$ cat src/rtl/miss_overlap_and_bank_conflict_timer_defines.svh
// ----------------------------------------------------------------------------
// Assertion macros for the miss overlap and bank conflict timer
// Shared helpers that wrap concurrent assertions with clock and reset.
// ----------------------------------------------------------------------------
`ifndef MISS_OVERLAP_AND_BANK_CONFLICT_TIMER_DEFINES_SVH
`define MISS_OVERLAP_AND_BANK_CONFLICT_TIMER_DEFINES_SVH

// Same-cycle implication.
`define MOT_ASSERT_IMPL(lbl, clk, rst, ante, cons) \
   lbl: assert property (@(posedge clk) disable iff (rst) (ante) |-> (cons)) \
      else $error("timer assertion failed");

// Next-cycle implication.
`define MOT_ASSERT_NEXT(lbl, clk, rst, ante, cons) \
   lbl: assert property (@(posedge clk) disable iff (rst) (ante) |=> (cons)) \
      else $error("timer assertion failed");

`endif

$ cat src/rtl/mot_ram.sv
// ----------------------------------------------------------------------------
// mot_ram
// Generic simple dual-port RAM with one write port and a registered read.
// ----------------------------------------------------------------------------
module mot_ram #(
   parameter int WIDTH = 48,
   parameter int DEPTH = 64
) (
   input  logic                                  clock,
   input  logic                                  wr_en,
   input  logic [(DEPTH > 1 ? $clog2(DEPTH) : 1)-1:0] wr_addr,
   input  logic [WIDTH-1:0]                      wr_data,
   input  logic [(DEPTH > 1 ? $clog2(DEPTH) : 1)-1:0] rd_addr,
   output logic [WIDTH-1:0]                      rd_data
);

   logic [WIDTH-1:0] mem [DEPTH];

   always_ff @(posedge clock) begin
      if (wr_en) begin
         mem[wr_addr] <= wr_data;
      end
      rd_data <= mem[rd_addr];
   end

endmodule

$ cat config.mk
export PLATFORM = sky130hd
export DESIGN_NAME = mot_ram
export DESIGN_NICKNAME = d
export VERILOG_FILES = /design/src/rtl/miss_overlap_and_bank_conflict_timer_defines.svh /design/src/rtl/mot_ram.sv
export SDC_FILE = /design/constraint.sdc
export NUM_CORES = 2
export LEC_CHECK = 0
export BUFFER_PORTS_ARGS = -buffer_cell sky130_fd_sc_hd__buf_2
export CAP_MARGIN = 10
export CELL_PAD_IN_SITES_DETAIL_PLACEMENT = 1
export CELL_PAD_IN_SITES_GLOBAL_PLACEMENT = 1
export CORE_MARGIN = 3
export CORE_UTILIZATION = 50
export DETAILED_ROUTE_END_ITERATION = 8
export PLACE_DENSITY_LB_ADDON = 0.1
export SYNTH_ARGS = -nofsm -noshare
export SYNTH_HDL_FRONTEND = slang
export SYNTH_SLANG_ARGS = --single-unit
$ cat constraint.sdc
create_clock -name clock -period 6.6 [get_ports clock]
set_clock_uncertainty 0.1 [all_clocks]
set_input_delay 1.65 -clock clock [delete_from_list [all_inputs] [get_ports clock]]
set_output_delay 1.65 -clock clock [all_outputs]
set_load 0.01 [all_outputs]
# --- Yosys cells after proc, flatten, opt, wreduce, memory -nomap -nowiden ---
# Memories as Yosys holds them, arrays and structs flattened. A register that Yosys moved wholly into a read port is not among the register bits.
# Cells that the tools add are included.
classes:
  div: 0
  n_reduce_logical: 0
  mux: 2
  eq_ne: 0
  bitwise: 0
  n_mul: 0
  order_cmp: 0
  add_sub_neg: 0
  n_shift: 0
ops:
  columns: ["operator", "n"]
  rows:
  - ["$mux W1", 2]
word_totals:
  mem_bits_rw: 3072
  latchBits: 0
  register_bits: 0
  output_inout_bits: 48
  wordCells: 3
  input_bits: 62
  mem_bits_ro: 0
  mem_count: 1
memory_table:
  columns: ["memory", "words", "word_bits", "rd", "rd_clocked_by_memory_dff", "write_ports", "line", "source"]
  rows:
  - ["mem", 64, 48, 1, 1, 1, "mot_ram.sv:17", "logic [WIDTH-1:0] mem [DEPTH];"]

# --- Logic depth before layout (Yosys ltp) ---
logic_depth:
  word_depth: 2
  ltp_mapped: 9
  mapped_depth_nobuf: 5

# --- Worst setup path before layout ---
# OpenSTA, ideal clock, no wires.
synth_path:
  kind: "input to register"
  from: "in wr_addr[3] (netlist name)"
  to: "mem mem[48][0], enable pin"
  required_ns: 5.987
  n_path_buf: 1
  arrival_time_ns: 5.422
  path_slack_ns: 0.565
  path_stages: 4
  setup_ns: 0.513
  path_cell_list: "clkbuf_1 > nor2b_1 > nand4b_1 > nor3_1"
synth_lines:
  columns: ["element", "line", "source"]
  rows:
  - ["from (decl)", "mot_ram.sv:11", "input logic [(DEPTH > 1 ? $clog2(DEPTH) : 1)-1:0] wr_addr,"]
  - ["to (decl)", "mot_ram.sv:17", null]
# No word-level cell before the write port.

==> flow_metrics.py <==
metrics = {
    "timing": {
        "setup_viol": 0,
        "rsz0062_at_grt": "false",
        "fmax_mhz": 248,
        "fin_setup_tns_ns": 0,
        "finalHoldViolations": 0,
        "post-route-period-util_pct": 61.1,
        "relSlewSlack_pct": 18.1,
        "worstMarginPinSlew_ns": 1.23,
        "slew_viol_final": 0,
        "hold-worst-slack_ns": 0.689,
        "fin_crit_ns": 4.03,
    },
    "global_routing": {
        "grt_max_degree": 123,
        "grt_usage_pct": 27.5,
        "grt_pass1_wl_um": 464000,
        "grt_pass1_vias": 58731,
        "antenna_found_initial": 15,
        "gr-total-overflow": 0,
    },
    "worst_setup_path": {
        "worstPathCellList": "buf_2 > nand2_2 > o22ai_1 > nor2_1 > a21oi_1 > a221oi_1",
        "cp_top_family": "compound AO/OA/AOI/OAI gates",
        "critPathBufInv": 1,
        "cp.required_ns": 7.29,
        "r2r_setup_slack_ns": 4.42,
        "crit_fanout": 42,
        "critPathKind": "input pin to register",
        "end_kind": "register",
        "crit_slowest_cell": "nand2_2",
        "crit_path_start_kind": "input pin",
        "critical_path.max_stage_delay_ns": 0.97,
        "cp.arrival_ns": 4.72,
    },
    "die": {
        "die_h_um": 490,
        "row_count": 177,
        "pin_count": 110,
        "initial_core_util_pct": 50.3,
        "die_w_um": 490,
        "dieArea_mm2": 0.240,
        "design.core.area_mm2": 0.233,
    },
    "drt": {
        "avgRoutedWirePerCell_um": 37.8,
        "wirelength_um": 330000,
        "routed_via_density": 6.50,
        "detail-route-antenna-nets": 0,
        "first_iter_violations": 7261,
        "drc_errors": 0,
        "dr.pass1.iters": 5,
        "vias": 56758,
    },
    "clock_network": {
        "cts_made_buffers": 335,
        "insertion_delay_ns": 0.96,
        "tritoncts": "done",
        "clock-sinks": 3120,
        "cts_buffer_depth": 4,
        "clockRootBuffer": "clkbuf_16",
        "htree_levels": 5,
        "path_clk_slew_ns": 0.06,
        "cts_hold_buf": 0,
        "post-cts-setup-buffers": 0,
        "ctsResizeCount": 0,
    },
    "placed_design": {
        "portBuffers": 109,
        "place_hpwl_um": 180000,
        "place_congestion": 0.772,
        "dp.cells": 8133,
    },
    "power_and_ir_drop": {
        "pwr_density_cell_mw_per_mm2": 314,
        "power.leakage_nw": 41.4,
        "ir_drop_v": 0.000296,
        "total_power_mw": 41.8,
    },
    "yosys": {
        "ys_types": 36,
        "synth_warnings": 0,
        "async_reset_ff_share_pct": 0,
        "ys.flop_type": "edfxtp_1",
        "synth_area_per_cell_um2": 23.6,
        "synth-edff-count": 3072,
        "ys_seq_elements": 3120,
        "syn_area_mm2": 0.117,
        "synthCells": 4970,
        "syn-num-nets": 5032,
        "ys_seq_area_share_pct": 79.6,
    },
    "final_layout": {
        "mostFrequentLayoutCell": "edfxtp_1",
        "fin_cells": 8732,
        "fin_nets": 5406,
        "utilization_pct": 57.2,
        "drive_gt1_share_pct": 28.5,
        "syn_to_final_growth_pct": 13.8,
        "fill_cells": 18975,
        "layout_common_cells": "edfxtp_1 (3072), mux4_2 (754), clkbuf_16 (340)",
    },
    "status": {
        "status": "finished, final reports clean",
    },
    "worst_hold_path": {
        "hold_path_class": "register to register",
    },
    "job": {
        "drv_cap": 0,
    },
}
[worst register-to-register path: cells and delay by family (launching register included)]
kind            cells  cell delay [ns]
compound gates      3             0.88
mux                 1             0.49
flops               1             0.38
simple gates        1             0.13
[sequential cells by signal, summed over array words and instances (netlist names)]
register and cells:
mem 3072, rd_data 48
[logic make-up (layout without fill, tap and decap cells)]
kind of cell	Yosys count	count (layout)	share of synthesized area (%)
compound gates	486	486	3.02
buf+inv	282	906	1.28
flops	3120	3120	79.6
other cells	0	6	0
mux	829	829	15.2
simple gates	253	253	0.957
[power by group]
group | internal [mW] | switching [mW]
registers | 21.9 | 0.0753
clock network | 10.4 | 7.43
logic | 0.707 | 1.24
total | 33.0 | 8.74
[metal layers]
| layer | up-vias | part of all wire (%) | global-route usage, % |
|---|---|---|---|
| met5 | - | 0.0073 | 0 |
| met4 | 4 | 2.4 | 7.15 |
| met3 | 465 | 7.6 | 4.66 |
| met2 | 2544 | 49 | 44.0 |
| met1 | 31464 | 41 | 39.9 |
| li1 | 22281 | - | - |
[worst paths after layout]
path                    start           to  cells past startpoint
setup reg to reg  mem[55][22]  rd_data[22]                      5
hold reg to reg   mem[58][13]  rd_data[13]                      4
hold / removal    mem[58][13]  rd_data[13]                      4
setup / recovery   rd_addr[3]  rd_data[29]                      6
[Yosys cell counts (3+ instances only)]
cell type,instances,area [um2]
nand2b_1,10,62.6
clkbuf_1,98,368
dfxtp_1,48,961
a211oi_1,32,240
buf_2,98,490
a21oi_1,74,370
nand3b_1,5,37.5
and2_1,3,18.8
nor3_1,3,15.0
buf_4,62,465
edfxtp_1,3072,92200
or2_2,3,18.8
a311oi_1,11,96.3
or3b_2,4,35.0
nand2_1,55,206
buf_6,11,124
nor2b_1,24,150
mux4_2,754,17000
buf_1,12,45.0
o22ai_1,122,763
o221ai_1,28,245
mux2i_1,63,631
a22oi_1,72,541
nor2_1,132,495
or3_1,3,18.8
a221oi_1,83,727
a31o_2,5,43.8
nand3_1,7,35.0
a22o_1,57,499
mux2_2,12,135
[cell type report]
| class | count | area, um2 | area share [%] |
|---|---|---|---|
| diodes | 6 | 15.0 | 0.0113 |
| well taps | 3132 | 3920 | 2.94 |
| flip-flops and latches | 3120 | 93200 | 70.0 |
| clock inverters | 157 | 1270 | 0.953 |
| multi-input cells | 1568 | 22900 | 17.2 |
| repair buffers | 319 | 2920 | 2.19 |
| clock buffers | 430 | 8960 | 6.72 |
[stage by stage]
stage               instance area (um2)  setup slack [ns]
finish                           133000              2.57
global route                     133000              2.47
CTS                              133000              2.63
detailed placement               123000              1.66
global placement                 123000              1.70
floorplan                        117000             0.565
No activity file was read; power rests on OpenSTA's default activity.
