<file path="src/rtl/miss_overlap_and_bank_conflict_timer_defines.svh">
// ----------------------------------------------------------------------------
// Assertion macros for the miss overlap and bank conflict timer
// Shared helpers that wrap concurrent assertions with clock and reset.
// ----------------------------------------------------------------------------
`ifndef MISS_OVERLAP_AND_BANK_CONFLICT_TIMER_DEFINES_SVH
`define MISS_OVERLAP_AND_BANK_CONFLICT_TIMER_DEFINES_SVH

// Same-cycle implication.
`define MOT_ASSERT_IMPL(lbl, clk, rst, ante, cons) \
   lbl: assert property (@(posedge clk) disable iff (rst) (ante) |-> (cons)) \
      else $error("timer assertion failed");

// Next-cycle implication.
`define MOT_ASSERT_NEXT(lbl, clk, rst, ante, cons) \
   lbl: assert property (@(posedge clk) disable iff (rst) (ante) |=> (cons)) \
      else $error("timer assertion failed");

`endif

</file>
<file path="src/rtl/mot_pkg.sv">
// ----------------------------------------------------------------------------
// mot_pkg
// Types and constants shared by the miss overlap and bank conflict timer.
// ----------------------------------------------------------------------------
package mot_pkg;

   localparam int MAX_ENTRIES_DEF = 64;
   localparam int MAX_BANKS_DEF   = 16;
   localparam int LINE_SHIFT_DEF  = 6;

   localparam int CYC_W    = 48;
   localparam int LAT_W    = 16;
   localparam int EFF_W    = 17;
   localparam int SLOTS_W  = 7;
   localparam int BANKS_W  = 5;
   localparam int STALL_W  = 16;
   localparam int DIVR_W   = 8;
   localparam int STEPS_W  = 6;

   localparam logic [1:0] REG_MISS_SLOTS = 2'd0;
   localparam logic [1:0] REG_NUM_BANKS  = 2'd1;
   localparam logic [1:0] REG_BUSY_TIME  = 2'd2;

   localparam logic FUNC_ACCESS = 1'b0;
   localparam logic FUNC_PROBE  = 1'b1;

   typedef struct packed {
      logic                start;
      logic [STEPS_W-1:0]  steps;
      logic [CYC_W-1:0]    dividend;
      logic [DIVR_W-1:0]   divisor;
   } div_req_type;

   typedef struct packed {
      logic                done;
      logic [CYC_W-1:0]    quotient;
      logic [DIVR_W-1:0]   remainder;
   } div_rsp_type;

endpackage

</file>
<file path="src/rtl/mot_div.sv">
// ----------------------------------------------------------------------------
// mot_div
// Restoring divider, one quotient bit per cycle, shared by the bank select
// and the overlap discount.
// ----------------------------------------------------------------------------
module mot_div
   import mot_pkg::*;
(
   input  logic        clock,
   input  logic        reset,
   input  div_req_type req,
   output div_rsp_type rsp
);

   logic               busy_ff, busy_in;
   logic               done_ff, done_in;
   logic [STEPS_W-1:0] cnt_ff, cnt_in;
   logic [CYC_W-1:0]   quo_ff, quo_in;
   logic [DIVR_W-1:0]  rem_ff, rem_in;
   logic [DIVR_W-1:0]  dsr_ff, dsr_in;
   logic [DIVR_W:0]    trial;
   logic               fits;

   // The dividend arrives left-aligned so only the requested number of
   // steps is run; the quotient then sits in the low bits.
   always_comb begin
      trial   = {rem_ff, quo_ff[CYC_W-1]};
      fits    = trial >= {1'b0, dsr_ff};
      busy_in = busy_ff;
      done_in = 1'b0;
      cnt_in  = cnt_ff;
      quo_in  = quo_ff;
      rem_in  = rem_ff;
      dsr_in  = dsr_ff;
      if (req.start) begin
         busy_in = 1'b1;
         cnt_in  = req.steps;
         quo_in  = req.dividend;
         rem_in  = '0;
         dsr_in  = req.divisor;
      end else if (busy_ff) begin
         rem_in = fits ? DIVR_W'(trial - {1'b0, dsr_ff}) : trial[DIVR_W-1:0];
         quo_in = {quo_ff[CYC_W-2:0], fits};
         cnt_in = cnt_ff - 1'b1;
         if (cnt_ff == STEPS_W'(1)) begin
            busy_in = 1'b0;
            done_in = 1'b1;
         end
      end
   end

   always_ff @(posedge clock) begin
      if (reset) begin
         busy_ff <= 1'b0;
         done_ff <= 1'b0;
         cnt_ff  <= '0;
      end else begin
         busy_ff <= busy_in;
         done_ff <= done_in;
         cnt_ff  <= cnt_in;
      end
      quo_ff <= quo_in;
      rem_ff <= rem_in;
      dsr_ff <= dsr_in;
   end

   assign rsp.done      = done_ff;
   assign rsp.quotient  = quo_ff;
   assign rsp.remainder = rem_ff;

endmodule

</file>
<file path="config.mk">
export PLATFORM = sky130hd
export DESIGN_NAME = mot_div
export DESIGN_NICKNAME = d
export VERILOG_FILES = /design/src/rtl/miss_overlap_and_bank_conflict_timer_defines.svh /design/src/rtl/mot_pkg.sv /design/src/rtl/mot_div.sv
export SDC_FILE = /design/constraint.sdc
export NUM_CORES = 1
export LEC_CHECK = 0
export BUFFER_PORTS_ARGS = -buffer_cell sky130_fd_sc_hd__buf_4
export CORE_ASPECT_RATIO = 0.5
export CORE_MARGIN = 5
export CORE_UTILIZATION = 49
export DETAILED_ROUTE_END_ITERATION = 8
export PLACE_DENSITY = 0.79
export SYNTH_ARGS = -nofsm -noshare
export SYNTH_HDL_FRONTEND = slang
export SYNTH_SLANG_ARGS = --single-unit
</file>
<file path="constraint.sdc">
create_clock -name clock -period 7.1 [get_ports clock]
set_input_delay 2.13 -clock clock [delete_from_list [all_inputs] [get_ports clock]]
set_output_delay 2.13 -clock clock [all_outputs]
set_load 0.02 [all_outputs]
</file>
-- Word level (Yosys, flattened, before mapping)
Index checks and enable logic that the tools add are counted.
- bits in registers: 72
- latch bits: 0
- bits in writable memories: 0
- bits in read-only memories: 0
- output and inout port bits: 57
- memories: 0
- $add $sub $neg: 2
- multiply operators: 0
- div/mod/pow operators: 0
- magnitude comparators: 1
- equality and inequality tests: 1
- shift-type cells: 0
- multiplexer cells: 9
- bitwise operators: 1
- reductions and logical operators: 2
- operators with widths (cell ; count):
    48-bit two-way mux ; 2
    6-bit two-way mux ; 2
    9-bit by 8-bit >= comparator with 1-bit output ; 1
    8-bit two-way mux ; 1
    8-bit subtractor ; 1
    6-bit by 1-bit equality test with 1-bit output (second input constant) ; 1
    6-bit by 1-bit subtractor with 6-bit output (second input constant) ; 1
    1-bit two-way mux ; 4
    3-bit OR reduction ; 1
    2-bit nonzero test ; 1
    1-bit inverter ; 1

-- Longest topological paths before layout
Gate-level depths: netlist of the first run.
- word-level depth: 4
- gate-level depth with buffers: 8
- gate-level depth less buffers: 8

-- Worst setup path after synthesis of the first run
Ideal clock, no wire load.
- kind: input port to flip-flop
- start point: input req[62] (netlist bit)
- end point: register quo_ff[0], enable pin
- arrival time: 3.480 ns
- required time: 6.698 ns
- path slack: 3.218 ns
- stages: 3
- path buffers: 1
- path through: clkbuf_1 nor2_1 inv_1
- word-level cells in the longest chain between the ends: 1
- RTL lines (element ; RTL line ; RTL):
    start, declared ; mot_div.sv:11 ; input div_req_type req,
    2-bit nonzero test (no line) ; - ;
    end signal, assigned ; mot_div.sv:62 ; quo_ff <= quo_in;
    end, declared ; mot_div.sv:18 ; logic [CYC_W-1:0] quo_ff, quo_in;
Every way passes these cells.
A chain may end at the register's enable or synchronous reset.

-- Worst setup path after layout of the first run
- start point: input req[62] (netlist bit)
- end point: register quo_ff[16], enable pin
Same word-level chain as after synthesis.

==> summary.txt, run 1 <==
Detailed routing
  – Drt via density: 5.23
  – WL final: 8170 microns
  – Post-DR wirelength/cell: 16.8 microns
  – Pre-antenna DRT Iters: 4
  – Routed via count: 2549
  – Number of DRC markers in iteration 0: 119
  – DRC Markers: 0
  – Antenna viol nets, final: 0

Clocking
  – Total CTS buffers: 9
  – Post-CTS Resized: 0
  – Clk sinks: 72
  – CTS H-Tree Depth: 3
  – Post-CTS setup buffers: 0
  – Hold buffers post-CTS: 0
  – Clock transition at path regs: 0.05 ns
  – Worst-skew pair later-pin latency: 0.33 ns
  – CTS tree: done
  – Root Buffer: clkbuf_16
  – Clock Path Buffers: 2

Final layout
  – # nets final: 466
  – Layout Utilization: 69.9%
  – Final Instance Count excl. Fillers: 487
  – Multi-input gate area: 0.00138 sq mm
  – Layout Cell Area excl Fill: 0.00476 sq mm
  – Sequential Area: 0.00200 sq mm
  – Filler instances: 476
  – Share of cells above drive strength 1: 46.8%
  – Antenna diodes: 0
  – Synthesis-to-layout area growth: 36.3%

Logic synthesis
  – FF+latch count, synth: 72
  – Ys async rst share: 0%
  – Most frequent cell after synthesis: edfxtp_1
  – Main synth FF type: edfxtp_1
  – Synth Area in Compound Gates: 8.28%
  – Area leader, netlist: edfxtp_1
  – Adder-cell share of the synthesized area: 4.16%
  – Avg Inst Size Synth: 12.9 sq um
  – Cell Area, Synth: 0.00349 sq mm
  – Post-synthesis xor/xnor area fraction: 1.51%
  – Sequential fraction of the synthesis area: 57.4%
  – Share of the synthesized area in the top cell type: 48.2%
  – Yosys cell types: 48
  – Simple-Gate Fraction of Synth Area: 8.89%
  – Most common library cells after synthesis: edfxtp_1 (56), mux2_2 (48), nor2_1 (26), dfxtp_1 (16), nand2_1 (15)
  – Largest family of logic cells by synthesized area: multiplexers
  – Post-synth EDFFs: 56
  – Synth Instances: 271
  – YS warnings: 0
  – Top cells by area, synth: edfxtp_1 (48%), mux2_2 (15%), dfxtp_1 (9.2%)
  – Syn Nets: 347
  – Mux share of post-synthesis cell area: 16.6%

Power
  – Leak Pwr: 2.00 nW
  – Pwr Density: 259 mW/mm^2
  – Design Power: 1.23 mW
  – Peak supply drop: 151 uV

GRT
  – Vias in the first global route: 2611
  – First-pass GRT wire length: 13300 microns
  – Total global routing overflow: 0
  – Largest net degree at the start of global routing: 73
  – Global-route usage over all layers: 19.0%
  – Initial antenna violation count: 0

Setup path
  – Worst EP required: 7.05 ns
  – CP Launch Type: primary input
  – R2R Path Start: rem_ff[5]
  – Critical path fanouts, max: 72
  – Worst path arrival time: 3.91 ns
  – Beginning of the critical path: req[62]
  – Critical path class: primary input to register
  – CP endpoint kind: register
  – Worst R2R Setup Slack: 4.82 ns

STA
  – FMAX: 253 MHz
  – Worst Skew: 0.00429 ns
  – Crit share post-route: 55.7%
  – Max Slew Vio Count: 0
  – Worst-margin pin slew: 0.974 ns
  – Min Clock Period, post-route: 3.96 ns
  – Setup ws final: 3.14 ns
  – Sum of negative setup slack: 0 ns
  – Hold_ws: 0.531 ns
  – Setup Viol. Count Final: 0
  – Final Hold Viols: 0
  – Unrepaired setup endpoints after global routing: no
  – Relative slew slack: 34.9%

Floorplan
  – Row count: 21
  – Die height: 69.7 microns
  – IO Pins: 122
  – Die area: 0.00901 sq mm
  – Die Span X: 129 microns
  – Initial Util: 51.3%
  – Core area: 0.00681 sq mm

Placement
  – Pre-CTS WS: 2.78 ns
  – Buffers on Ports: 121
  – Dpl hpwl: 5960 microns
  – Final Wtd Congestion: 0.834
  – Placed insts: 471
  – Placed Area: 0.00445 sq mm

Flow run
  – Max-cap violations: 0

Outcome
  – Status: complete, no violations

Worst hold path
  – Hold path start: rem_ff[6]
  – Hold crit path type: register to register
## state kept, by name (all words and copies together), names as in the netlist
signal   count
busy_ff      1
cnt_ff       6
done_ff      1
dsr_ff       8
quo_ff      48
rem_ff       8
## cell type report
cell class,count,share of cell area [%]
clock buffers,11,4.89
inverters,13,1.03
multi-input cells,173,29.0
flip-flops and latches,72,42.1
well taps,92,2.42
repair buffers,121,19.1
clock inverters,5,1.50
## cell usage in the layout (no fill, tap or decap), drive strengths merged, types with 2 or more instances in the layout
master / count
a211o: 2
a21boi: 2
a21o: 2
a21oi: 12
and2: 3
buf: 121
bufinv: 2
clkbuf: 11
clkinv: 3
dfxtp: 16
edfxtp: 56
ha: 10
inv: 13
mux2: 48
mux2i: 4
nand2: 15
nand2b: 6
nand3: 3
nand4: 2
nor2: 26
nor2b: 2
nor3: 4
nor4: 2
o211ai: 4
o21ai: 4
xnor2: 4
xor2: 2
## critical path, stage by stage
cell    delay, ns
buf_4        0.64
nor2_1       0.30
inv_2        0.79
## layer usage
metal / up-vias / GRT usage (%) / part of all wire, %
li1: 1241 / - / -
met1: 1224 / 22.3 / 40
met2: 80 / 32.8 / 54
met3: 4 / 6.31 / 5.6
met4: 0 / 6.29 / 0.62
met5: - / 0 / 0
## kinds of logic after synthesis
kind of cell,Yosys count
simple gates,66
xor+xnor,6
flops,72
buf+inv,26
mux,52
fa+ha+maj,11
compound gates,38
## path summary, 6_finish.rpt
path / cells after the start / to
min reg2reg: 2 / rem_ff[6]
max: 3 / quo_ff[16]
min: 2 / rem_ff[6]
max reg2reg: 5 / quo_ff[0]
## where the power goes
part,leakage (nW),switching (mW),total (mW),internal [mW]
combinational,1.17,0.123,0.237,0.115
sequential,0.692,0.0259,0.530,0.504
clock,0.146,0.158,0.462,0.304
Note: power is estimated with default switching activity, not from simulation.
==> inputs of run 2 (changes only) <==
==> constraint.sdc (replaced) <==
create_clock -name clock -period 3.9 [get_ports clock]
set_input_delay 1.17 -clock clock [delete_from_list [all_inputs] [get_ports clock]]
set_output_delay 1.17 -clock clock [all_outputs]
set_load 0.02 [all_outputs]
==> run 2 against run 1 <==
Sequential share of layout area decreased by 0.60 points. Non-clock buffer count increased by 2. Register-to-register slack got worse by 3.2 ns. Count of clock-buffer cells in the layout is 1 lower. Via count is 0.27% higher. Routed wire length increased by 4.9%. Setup slack lost 1.9 ns. Die area unchanged. Combinational power increased by 84%. Hold slack improved by 0.020 ns.
==> summary.txt, run 2 (same netlist as run 1, synthesis figures left out) <==
Final layout
  – Filler instances: 479
  – Sequential Area: 0.00200 sq mm
  – Most frequent cells in the layout: buf_4 (123), edfxtp_1 (56), mux2_2 (48)
  – Share of cells above drive strength 1: 48.0%
  – Synthesis-to-layout area growth: 38.3%
  – Top flop regs: quo_ff (48), dsr_ff (8), rem_ff (8)
  – Multi-input gate area: 0.00138 sq mm
  – Antenna diodes: 0
  – Largest Register: quo_ff
  – # nets final: 468
  – Largest register FFs: 48
  – Commonest non-fill, non-tap cell in the layout: buf_4

Clocking
  – CTS H-Tree Depth: 3
  – Total CTS buffers: 9
  – Root Buffer: clkbuf_16
  – CTS tree: done
  – Post-CTS Resized: 0
  – Worst-skew pair later-pin latency: 0.34 ns
  – Clock transition at path regs: 0.06 ns
  – Post-CTS setup buffers: 0
  – Clk sinks: 72
  – Clock Path Buffers: 2
  – Hold buffers post-CTS: 0

Outcome
  – Status: complete, no violations

Power
  – Switching Fraction: 24.3%
  – Pint: 1.82 mW
  – Peak supply drop: 452 uV
  – Pwr Density: 497 mW/mm^2
  – Leak Pwr: 2.04 nW
  – Seq pwr share: 40.2%
  – Logic pwr share: 18.1%
  – Net Sw Power: 0.583 mW
  – Clock power frac: 41.6%

Flow run
  – Max-cap violations: 0

Placement
  – Final Wtd Congestion: 0.896
  – Dpl hpwl: 6320 microns
  – Buffers on Ports: 121

STA
  – FMAX: 377 MHz
  – Min Clock Period, post-route: 2.65 ns
  – Max Slew Vio Count: 0
  – Final Hold Viols: 0
  – Crit share post-route: 68.1%
  – Worst Skew: 0.00709 ns
  – Worst-margin pin slew: 0.647 ns
  – Hold_ws: 0.551 ns
  – Setup Viol. Count Final: 0
  – Unrepaired setup endpoints after global routing: no
  – Relative slew slack: 56.8%
  – Sum of negative setup slack: 0 ns

Floorplan
  – Row count: 21
  – Initial Util: 51.3%
  – Die Span X: 129 microns
  – Die height: 69.7 microns
  – Die area: 0.00901 sq mm
  – IO Pins: 122
  – Core area: 0.00681 sq mm

Detailed routing
  – WL final: 8570 microns
  – Antenna viol nets, final: 0
  – Routed via count: 2556
  – Number of DRC markers in iteration 0: 199
  – Post-DR wirelength/cell: 17.6 microns
  – Drt via density: 5.24
  – Pre-antenna DRT Iters: 4
  – DRC Markers: 0

GRT
  – Vias in the first global route: 2694
  – Initial antenna violation count: 0
  – Largest net degree at the start of global routing: 38
  – Global-route usage over all layers: 19.6%
  – Total global routing overflow: 0
  – First-pass GRT wire length: 13700 microns

Worst hold path
  – Hold crit path type: register to register

Setup path
  – CP Launch Type: primary input
  – Worst path arrival time: 2.68 ns
  – Worst EP required: 3.92 ns
  – Critical path class: primary input to register
  – CP endpoint kind: register
  – Critical path fanouts, max: 36
run 2: cell types whose count changed in the layout (fill, tap and decap cells not counted), sizes merged:
cell    delta
buf        +2
bufinv     +2
clkbuf     -1
inv        +1
clkinv     -3
run 2: critical path: stages:
cell    delay, ns
buf_4        0.37
nor2_1       0.21
inv_2        0.53
buf_4        0.37
run 2: metal layers:
layer / track usage, % / wire [microns]
met5: 0 / 0
met1: 23.4 / 3470
met4: 6.52 / 133
met2: 33.3 / 4550
met3: 6.54 / 414
run 2: cell type report:
class / instances / area share [%]
timing repair buffer: 123 / 19.1
sequential: 72 / 41.5
clock inverter: 5 / 2.67
tap: 92 / 2.39
clock buffer: 10 / 4.75
multi-input combinational: 173 / 28.6
inverter: 13 / 1.01
run 2: worst paths after layout:
check | slack, ns | depth (start not counted) | from | end
min reg2reg | 0.55 | 2 | rem_ff[0] | rem_ff[0]
max | 1.25 | 4 | req[62] | quo_ff[0]
min | 0.55 | 2 | rem_ff[0] | rem_ff[0]
max reg2reg | 1.61 | 5 | rem_ff[5] | quo_ff[0]
run 2: power by group through the flow:
| stage | Combinational [mW] | Clock [mW] | Sequential, mW |
|---|---|---|---|
| after CTS | 0.437 | 1.01 | 0.967 |
| after global placement | 0.423 | 0 | 0.979 |
| after global routing | 0.466 | 1.06 | 0.975 |
| final | 0.435 | 0.998 | 0.965 |
| after floorplan | 0.184 | 0 | 1.04 |
| after detailed placement | 0.434 | 0 | 0.981 |
run 2: stage by stage:
step	instance area (sq um)	cells	power, mW	worst slack [ns]	utilization [%]
final	4820	488	2.40	1.25	70.9
after global routing	4820	488	2.50	1.10	70.9
after CTS	4820	488	2.42	1.23	70.9
after detailed placement	4470	473	1.42	0.869	65.6
after global placement	4470	473	1.40	0.971	65.6
after floorplan	3490	271	1.23	0.978	-
